## src/hw/rtl/quadrature_position_tracker_assert.svh

```systemverilog
// Assertion macros shared by the position tracker RTL.
// Needs nothing else; files that check their logic include it.
`ifndef QUADRATURE_POSITION_TRACKER_ASSERT_SVH
`define QUADRATURE_POSITION_TRACKER_ASSERT_SVH

// same-cycle implication
`define QPT_ASSERT_NOW(label, clk, rst_n, cond, check, msg) \
    label: assert property (@(posedge clk) disable iff (!rst_n) (cond) |-> (check)) \
        else $error(msg);

// next-cycle implication
`define QPT_ASSERT_NEXT(label, clk, rst_n, cond, check, msg) \
    label: assert property (@(posedge clk) disable iff (!rst_n) (cond) |=> (check)) \
        else $error(msg);

`endif

```

## src/hw/rtl/qpt_pkg.sv

```systemverilog
// Shared types and constants for the quadrature position tracker.
// No dependencies.
package qpt_pkg;

    localparam int COUNT_WIDTH_DEFAULT = 16;
    localparam int HOME_W   = 16;
    localparam int NEEDLE_W = 14;
    localparam int SKIP_W   = 16;
    localparam int CFG_IDX_W = 2;

    localparam logic signed [HOME_W-1:0] LEFT_HOME_RESET  = 16'sd0;
    localparam logic signed [HOME_W-1:0] RIGHT_HOME_RESET = 16'sd794;
    localparam logic [1:0]               PHASE_RESET      = 2'd3;
    localparam logic [SKIP_W-1:0]        SKIP_MAX         = {SKIP_W{1'b1}};
    localparam int NEEDLE_MAX = 8191;
    localparam int NEEDLE_MIN = -8192;

    // register indexes
    localparam logic [CFG_IDX_W-1:0] CFG_LEFT_HOME  = 2'd0;
    localparam logic [CFG_IDX_W-1:0] CFG_RIGHT_HOME = 2'd1;
    localparam logic [CFG_IDX_W-1:0] CFG_REPORT_EN  = 2'd2;

    typedef enum logic [1:0] {
        FUNC_LEFT_HOME  = 2'd0,
        FUNC_RIGHT_HOME = 2'd1,
        FUNC_ENCODER    = 2'd2,
        FUNC_OTHER      = 2'd3
    } qpt_func_t;

    typedef struct packed {
        qpt_func_t func;
        logic      level;
        logic      enc_a;
        logic      enc_b;
        logic      belt_sensor;
    } qpt_item_t;

    typedef struct packed {
        logic signed [HOME_W-1:0] left_home_count;
        logic signed [HOME_W-1:0] right_home_count;
        logic                     report_enable;
    } qpt_cfg_t;

    typedef struct packed {
        logic signed [NEEDLE_W-1:0] needle;
        logic                       phase_of_belt;
        logic [SKIP_W-1:0]          skipped_steps;
    } qpt_result_t;

endpackage

```

## src/hw/rtl/qpt_cfg.sv

```systemverilog
// Configuration register file: home counts and report enable.
// Depends on qpt_pkg.
module qpt_cfg
    import qpt_pkg::*;
(
    input  logic                  clk,
    input  logic                  rst_n,
    input  logic                  wr_en,
    input  logic [CFG_IDX_W-1:0]  wr_index,
    input  logic [HOME_W-1:0]     wr_data,
    output qpt_cfg_t              cfg
);

    qpt_cfg_t cfg_reg;

    always_ff @(posedge clk or negedge rst_n)
    begin
        if (!rst_n)
        begin
            cfg_reg.left_home_count  <= LEFT_HOME_RESET;
            cfg_reg.right_home_count <= RIGHT_HOME_RESET;
            cfg_reg.report_enable    <= 1'b0;
        end
        else if (wr_en)
        begin
            case (wr_index)
                CFG_LEFT_HOME:  cfg_reg.left_home_count  <= signed'(wr_data);
                CFG_RIGHT_HOME: cfg_reg.right_home_count <= signed'(wr_data);
                CFG_REPORT_EN:  cfg_reg.report_enable    <= wr_data[0];
                default: ; // unmapped index, dropped
            endcase
        end
    end

    assign cfg = cfg_reg;

endmodule

```

## src/hw/rtl/qpt_tracker.sv

```systemverilog
// Position state and its per-event update: homing, quadrature step, report check.
// Depends on qpt_pkg and the assertion macro header.
`include "quadrature_position_tracker_assert.svh"

module qpt_tracker
    import qpt_pkg::*;
#(
    parameter int COUNT_WIDTH = COUNT_WIDTH_DEFAULT
)
(
    input  logic        clk,
    input  logic        rst_n,
    input  logic        proc,
    input  qpt_item_t   item,
    input  qpt_cfg_t    cfg,
    output logic        emit,
    output qpt_result_t result
);

    // wide enough for home counts, count limits and the needle limits
    localparam int EW = ((COUNT_WIDTH > HOME_W) ? COUNT_WIDTH : HOME_W) + 1;

    localparam logic signed [COUNT_WIDTH-1:0] CMAX = {1'b0, {(COUNT_WIDTH-1){1'b1}}};
    localparam logic signed [COUNT_WIDTH-1:0] CMIN = {1'b1, {(COUNT_WIDTH-1){1'b0}}};
    localparam logic signed [EW-1:0] CMAX_E = EW'(CMAX);
    localparam logic signed [EW-1:0] CMIN_E = EW'(CMIN);
    localparam logic signed [EW-1:0] NMAX_E = EW'(NEEDLE_MAX);
    localparam logic signed [EW-1:0] NMIN_E = EW'(NEEDLE_MIN);
    localparam logic signed [EW-1:0] BIAS   = EW'(3);

    logic signed [COUNT_WIDTH-1:0] count_reg, count_next;
    logic [1:0]                    phase_reg, phase_next;
    logic                          known_reg, known_next;
    logic [SKIP_W-1:0]             skip_reg, skip_next;
    logic                          belt_reg, belt_next;
    logic signed [NEEDLE_W-1:0]    reported_reg;
    logic                          any_reported_reg;

    logic                          homing;
    logic [1:0]                    ph;
    logic signed [HOME_W-1:0]      home_sel;
    logic signed [EW-1:0]          home_ext;
    logic signed [COUNT_WIDTH-1:0] home_clamped;
    logic signed [EW-1:0]          biased;
    logic signed [EW-1:0]          quot;
    logic signed [NEEDLE_W-1:0]    needle;
    logic                          report;

    always_comb
    begin
        homing   = ((item.func == FUNC_LEFT_HOME) || (item.func == FUNC_RIGHT_HOME))
                   && !item.level;
        // Gray decode: a | b<<1 with codes 2 and 3 swapped
        ph       = {item.enc_b, item.enc_a ^ item.enc_b};
        home_sel = (item.func == FUNC_LEFT_HOME) ? cfg.left_home_count
                                                 : cfg.right_home_count;
        home_ext = EW'(home_sel);
        if (home_ext > CMAX_E)
            home_clamped = CMAX;
        else if (home_ext < CMIN_E)
            home_clamped = CMIN;
        else
            home_clamped = home_ext[COUNT_WIDTH-1:0];

        count_next = count_reg;
        phase_next = phase_reg;
        known_next = known_reg;
        skip_next  = skip_reg;
        belt_next  = belt_reg;

        case (item.func)
            FUNC_LEFT_HOME, FUNC_RIGHT_HOME:
            begin
                if (!item.level)
                begin
                    belt_next  = (item.func == FUNC_LEFT_HOME) ? item.belt_sensor
                                                               : ~item.belt_sensor;
                    count_next = home_clamped;
                    skip_next  = '0;
                    known_next = 1'b1;
                end
            end
            FUNC_ENCODER:
            begin
                if (ph == phase_reg + 2'd1)
                begin
                    if (count_reg != CMIN)
                        count_next = count_reg - COUNT_WIDTH'(1);
                end
                else if (ph == phase_reg - 2'd1)
                begin
                    if (count_reg != CMAX)
                        count_next = count_reg + COUNT_WIDTH'(1);
                end
                else if (skip_reg != SKIP_MAX)
                begin
                    skip_next = skip_reg + SKIP_W'(1);
                end
                phase_next = ph;
            end
            default: ;
        endcase

        // divide by four toward zero: bias negatives by three, then shift
        biased = EW'(count_next) + (count_next[COUNT_WIDTH-1] ? BIAS : '0);
        quot   = biased >>> 2;
        if (quot > NMAX_E)
            needle = NMAX_E[NEEDLE_W-1:0];
        else if (quot < NMIN_E)
            needle = NMIN_E[NEEDLE_W-1:0];
        else
            needle = quot[NEEDLE_W-1:0];

        report = cfg.report_enable && known_next
                 && !(any_reported_reg && (needle == reported_reg));
    end

    always_ff @(posedge clk or negedge rst_n)
    begin
        if (!rst_n)
        begin
            count_reg        <= '0;
            phase_reg        <= PHASE_RESET;
            known_reg        <= 1'b0;
            skip_reg         <= '0;
            belt_reg         <= 1'b0;
            reported_reg     <= '0;
            any_reported_reg <= 1'b0;
        end
        else if (proc)
        begin
            count_reg <= count_next;
            phase_reg <= phase_next;
            known_reg <= known_next;
            skip_reg  <= skip_next;
            belt_reg  <= belt_next;
            if (report)
            begin
                reported_reg     <= needle;
                any_reported_reg <= 1'b1;
            end
        end
    end

    assign emit                 = proc && report;
    assign result.needle        = needle;
    assign result.phase_of_belt = belt_next;
    assign result.skipped_steps = skip_next;

    `QPT_ASSERT_NEXT(a_home_clears_skip, clk, rst_n, proc && homing,
        (skip_reg == '0) && known_reg, "homing must clear skips and mark position")
    `QPT_ASSERT_NEXT(a_report_tracked, clk, rst_n, emit,
        any_reported_reg && (reported_reg == $past(needle)), "last report not recorded")
    `QPT_ASSERT_NOW(a_no_report_unknown, clk, rst_n, emit,
        known_next && cfg.report_enable, "report without valid position")

endmodule

```

## src/hw/rtl/quadrature_position_tracker.sv

```systemverilog
// Quadrature encoder position tracker with left/right homing: top level.
// Depends on qpt_pkg, qpt_cfg, qpt_tracker and the assertion macro header.
//
// One request per cycle while the output is not stalled: a request is captured in
// an input register, updated against the position state once the output register
// is free, and its report, if any, lands in the output register. The state update
// (step, saturate, divide by four and compare with the last report) is
// combinational. A stalled output holds one report while one more request waits
// in the input register; the configuration port takes writes whenever no request
// is pending.
`include "quadrature_position_tracker_assert.svh"

module quadrature_position_tracker
    import qpt_pkg::*;
#(
    parameter int COUNT_WIDTH = COUNT_WIDTH_DEFAULT
)
(
    input  logic                       clk,
    input  logic                       rst_n,

    input  logic                       in_valid,
    output logic                       in_stall,
    input  logic [1:0]                 func,
    input  logic                       level,
    input  logic                       enc_a,
    input  logic                       enc_b,
    input  logic                       belt_sensor,

    output logic                       out_valid,
    input  logic                       out_stall,
    output logic signed [NEEDLE_W-1:0] needle,
    output logic                       phase_of_belt,
    output logic [SKIP_W-1:0]          skipped_steps,

    input  logic                       cfg_valid,
    output logic                       cfg_ready,
    input  logic [CFG_IDX_W-1:0]       cfg_index,
    input  logic [HOME_W-1:0]          cfg_data
);

    logic        in_valid_reg;
    qpt_item_t   item_reg;
    logic        out_valid_reg;
    qpt_result_t result_reg;

    logic        out_free;
    logic        proc;
    logic        in_take;
    logic        emit;
    qpt_result_t result;
    qpt_cfg_t    cfg;

    assign out_free  = !out_valid_reg || !out_stall;
    assign proc      = in_valid_reg && out_free;
    assign in_stall  = in_valid_reg && !out_free;
    assign in_take   = in_valid && !in_stall;
    assign cfg_ready = !in_valid_reg;

    qpt_cfg u_cfg (
        .clk      (clk),
        .rst_n    (rst_n),
        .wr_en    (cfg_valid && cfg_ready),
        .wr_index (cfg_index),
        .wr_data  (cfg_data),
        .cfg      (cfg)
    );

    qpt_tracker #(
        .COUNT_WIDTH (COUNT_WIDTH)
    ) u_tracker (
        .clk    (clk),
        .rst_n  (rst_n),
        .proc   (proc),
        .item   (item_reg),
        .cfg    (cfg),
        .emit   (emit),
        .result (result)
    );

    // input register
    always_ff @(posedge clk or negedge rst_n)
    begin
        if (!rst_n)
            in_valid_reg <= 1'b0;
        else if (in_take)
            in_valid_reg <= 1'b1;
        else if (proc)
            in_valid_reg <= 1'b0;
    end

    always_ff @(posedge clk)
    begin
        if (in_take)
        begin
            item_reg.func        <= qpt_func_t'(func);
            item_reg.level       <= level;
            item_reg.enc_a       <= enc_a;
            item_reg.enc_b       <= enc_b;
            item_reg.belt_sensor <= belt_sensor;
        end
    end

    // output register
    always_ff @(posedge clk or negedge rst_n)
    begin
        if (!rst_n)
            out_valid_reg <= 1'b0;
        else if (out_free)
            out_valid_reg <= emit;
    end

    always_ff @(posedge clk)
    begin
        if (emit)
            result_reg <= result;
    end

    assign out_valid     = out_valid_reg;
    assign needle        = result_reg.needle;
    assign phase_of_belt = result_reg.phase_of_belt;
    assign skipped_steps = result_reg.skipped_steps;

    `QPT_ASSERT_NEXT(a_blocked_item_held, clk, rst_n, in_valid_reg && !out_free,
        in_valid_reg && $stable(item_reg), "pending request lost while output blocked")
    `QPT_ASSERT_NEXT(a_emit_lands, clk, rst_n, emit,
        out_valid_reg, "report not loaded into output register")
    `QPT_ASSERT_NOW(a_emit_needs_slot, clk, rst_n, emit,
        out_free, "report produced with output register occupied")

endmodule
```

## config.mk

```make
export PLATFORM = sky130hd
export DESIGN_NAME = quadrature_position_tracker
export DESIGN_NICKNAME = d
export VERILOG_FILES = /design/src/hw/rtl/qpt_pkg.sv /design/src/hw/rtl/qpt_cfg.sv /design/src/hw/rtl/qpt_tracker.sv /design/src/hw/rtl/quadrature_position_tracker.sv
export VERILOG_INCLUDE_DIRS = /design/src /design/src/hw/rtl
export SDC_FILE = /design/constraint.sdc
export NUM_CORES = 1
export LEC_CHECK = 0
export ABC_AREA = 1
export BUFFER_PORTS_ARGS = -buffer_cell sky130_fd_sc_hd__buf_2
export CORE_MARGIN = 1
export CORE_UTILIZATION = 35
export DETAILED_ROUTE_END_ITERATION = 10
export PLACE_DENSITY = 0.59
export SLEW_MARGIN = 10
export SYNTH_ARGS = -nofsm -noshare
export SYNTH_HDL_FRONTEND = slang
export SYNTH_SLANG_ARGS = --single-unit
```

## constraint.sdc

```tcl
create_clock -name clk -period 4.3 [get_ports clk]
set_input_delay 0.43 -clock clk [delete_from_list [all_inputs] [get_ports clk]]
set_output_delay 0.43 -clock clk [all_outputs]
set_load 0.05 [all_outputs]
```

==> qor.json <==
{
  "place.port_buffers": {"value": 62},
  "globalRouteMet1Util": {"value": 26.0, "unit": "%"},
  "proportion_of_synthesized_flip_flops_having_asynchronous_set_or_reset": {"value": 69.9, "unit": "%"},
  "yosys_most_used_dff": {"value": "sky130_fd_sc_hd__dfrtp_1"},
  "worst-r2r-setup-slack": {"value": 430, "unit": "ps"},
  "drt_first_pass_iters": {"value": 7},
  "cp-start-kind": {"value": "flip-flop"},
  "timing.rr.start": {"value": "u_tracker.phase_reg[0]"},
  "first_global_vias": {"value": 6411},
  "timing.setup.critical_path_class": {"value": "flip-flop to flip-flop"},
  "rr_endpoint": {"value": "skipped_steps[14]"},
  "static-leakage-power": {"value": 4.14, "unit": "nW"},
  "grtUsageTotal": {"value": 19.7, "unit": "%"},
  "clock-skew-final": {"value": 13.3, "unit": "ps"},
  "routed_wl": {"value": 20500, "unit": "um"},
  "grt_util_met3": {"value": 5.43, "unit": "%"},
  "dieHeight": {"value": 148, "unit": "um"},
  "crit_family": {"value": "simple AND/OR/NAND/NOR gates"},
  "initialDrtViolationCount": {"value": 433},
  "ant_nets": {"value": 0},
  "drv_slew": {"value": 0},
  "seq_area_frac_synth": {"value": 43.7, "unit": "%"},
  "finish.cell_count_without_fillers": {"value": 1367},
  "finalCriticalPeriod": {"value": 3870, "unit": "ps"},
  "timing.critical_path.buf_inv": {"value": 4},
  "die_area": {"value": 22000, "unit": "um^2"},
  "most_frequent_cells_in_the_layout": {"value": "329 x sky130_fd_sc_hd__nand2_1, 123 x sky130_fd_sc_hd__inv_1, 112 x sky130_fd_sc_hd__o21ai_0, 99 x sky130_fd_sc_hd__nand3_1, 79 x sky130_fd_sc_hd__dfrtp_1"},
  "cts_tree": {"value": "yes"},
  "die_width": {"value": 148, "unit": "um"},
  "synth_cell_type_count": {"value": 40},
  "timing_worst_slew_pin_value": {"value": 1010, "unit": "ps"},
  "largest_register_ffs": {"value": 33},
  "remaining_drc_errors": {"value": 0},
  "final_hold_viol_count": {"value": 0},
  "postSynthCellCount": {"value": 1017},
  "rows": {"value": 53},
  "worst_slew_margin_rel": {"value": 32.3, "unit": "%"},
  "hold_path_class": {"value": "input pin to asynchronous set/reset pin"},
  "worst_ir_drop_vdd": {"value": 251, "unit": "uV"},
  "critical_path_required": {"value": 4410, "unit": "ps"},
  "vias": {"value": 6749},
  "htree_levels": {"value": 4},
  "post_dr_vias_cell": {"value": 4.94},
  "placed_cells_incl_taps": {"value": 1335},
  "antennaDiodeCount": {"value": 0},
  "clock_tree_root": {"value": "sky130_fd_sc_hd__clkbuf_16"},
  "hold_buffers": {"value": 0},
  "cp-end-kind": {"value": "flip-flop"},
  "achievable-frequency": {"value": 0.258, "unit": "GHz"},
  "synth_nets": {"value": 1049},
  "post_synth_instance_area": {"value": 7480, "unit": "um^2"},
  "yosysWarnings": {"value": 0},
  "placed_area": {"value": 8060, "unit": "um^2"},
  "utilization": {"value": 41.5, "unit": "%"},
  "cts-buffers-inserted": {"value": 17},
  "finish.net_count": {"value": 1111},
  "critical_path.max_stage_delay": {"value": 550, "unit": "ps"},
  "yosys-top-cells-area": {"value": "sky130_fd_sc_hd__dfrtp_1 26%, sky130_fd_sc_hd__nand2_1 17%, sky130_fd_sc_hd__edfxtp_1 15%, sky130_fd_sc_hd__o21ai_0 7.5%, sky130_fd_sc_hd__nand3_1 6.7%"},
  "worst-r2r-cell-count": {"value": 25},
  "wire_length_of_the_first_global_routing_pass": {"value": 33300, "unit": "um"},
  "mean_post_synth_cell_area": {"value": 7.36, "unit": "um^2"},
  "clock-sinks": {"value": 123},
  "final_min_period_over_clock_period": {"value": 90.1, "unit": "%"},
  "yosys_register_bits": {"value": 123},
  "grt-busiest-layer": {"value": "met2"},
  "drive_gt1_share": {"value": 15.9, "unit": "%"},
  "setup-violations-final": {"value": 0},
  "timing.critical_path.arrival": {"value": 3980, "unit": "ps"},
  "overflow": {"value": 0},
  "antenna_found_initial": {"value": 0},
  "dp_hpwl": {"value": 14800, "unit": "um"},
  "synth_enable_flop_cells": {"value": 37},
  "drv_cap": {"value": 0},
  "power.density_cell_area": {"value": 639, "unit": "nW/um^2"},
  "worst-path-max-fanout": {"value": 31},
  "synth_top_area_share": {"value": 26.4, "unit": "%"},
  "mostFrequentLayoutCell": {"value": "sky130_fd_sc_hd__nand2_1"},
  "outcome": {"value": "completed"},
  "worst_path_max_delay_cell": {"value": "sky130_fd_sc_hd__dfstp_2"},
  "cpMostUsedCell": {"value": "sky130_fd_sc_hd__nand2_1"},
  "pin_count": {"value": 63},
  "design_area": {"value": 8730, "unit": "um^2"},
  "grt_start_max_net_pins": {"value": 47},
  "tns": {"value": 0, "unit": "ps"},
  "worst_path_clk_slew": {"value": 60, "unit": "ps"},
  "synth_top_cell_by_area": {"value": "sky130_fd_sc_hd__dfrtp_1"},
  "wl_per_cell": {"value": 15.0, "unit": "um"},
  "cts_buffer_depth": {"value": 2},
  "core_region_area": {"value": 21000, "unit": "um^2"},
  "floorplan.initialDensity": {"value": 35.6, "unit": "%"},
  "globalplace.congestion": {"value": 0.934},
  "grt.met2_usage": {"value": 30.9, "unit": "%"},
  "area_growth": {"value": 16.6, "unit": "%"},
  "clock_insertion_delay_at_the_later_pin_of_the_skew_report": {"value": 430, "unit": "ps"},
  "grt_setup_unrepaired": {"value": "no"}
}
## synth_stat cells (all sizes together), types with 3 or more instances
cell type,number
dfrtp,79
o211ai,3
nand3b,7
o21ai,113
xnor2,4
nor3,6
ha,3
o22ai,7
o221ai,3
nand3,106
dfstp,7
xor2,9
buf,18
a21oi,11
nand4,17
edfxtp,37
clkbuf,18
nor2,91
inv,127
nand2,343
## per-layer routing
metal	part of all wire [%]	vias up
met3	6.4	23
met5	0	-
met1	47	3134
met2	44	189
li1	-	3403
met4	2.0	0
## what timing repair did
item | CTS | global route
endpoints found under the setup margin | 0 | 31
endpoints found under the hold margin | 0 | 0
gates resized for setup | 0 | 2
setup buffers | 0 | 0
## cell type report
| class | count | area, um^2 |
|---|---|---|
| Timing Repair Buffer | 79 | 453 |
| Sequential cell | 123 | 3270 |
| Fill cell | 2209 | 12300 |
| Inverter | 128 | 480 |
| Multi-Input combinational cell | 730 | 3520 |
| Clock inverter | 13 | 188 |
| Tap cell | 275 | 344 |
| Clock buffer | 19 | 464 |
## power by group
group / total, mW / switching, mW / internal (mW)
logic: 2.14 / 1.48 / 0.655
clock network: 1.59 / 0.564 / 1.02
registers: 1.85 / 0.297 / 1.56
total: 5.58 / 2.34 / 3.23
## kinds of logic after synthesis
group	Yosys count	share of synthesized area, %
xor+xnor	13	1.52
buf+inv	164	9.31
compound gates	140	10.2
fa+ha+maj	3	0.502
simple gates	574	34.7
flops	123	43.7
## worst max path at each step
stage / startpoint / to / slack [ps] / cells past startpoint
floorplan: u_tracker.phase_reg[0] / needle[0] / 660 / 26
global placement: u_tracker.count_reg[0] / skipped_steps[13] / 320 / 23
detailed placement: u_tracker.count_reg[1] / skipped_steps[12] / 280 / 23
CTS: u_tracker.count_reg[1] / skipped_steps[14] / 260 / 23
global route: u_tracker.count_reg[0] / skipped_steps[14] / 70 / 24
finish: u_tracker.phase_reg[0] / skipped_steps[14] / 430 / 25
## stage by stage
step,power [mW],setup slack [ps],hold WS (ps)
floorplan,3.43,660,134
global placement,3.97,317,448
detailed placement,3.97,280,458
finish,5.58,427,44.7
global route,5.98,69.7,79.2
CTS,5.59,261,49.0
Power figures use the tool's default switching activity.
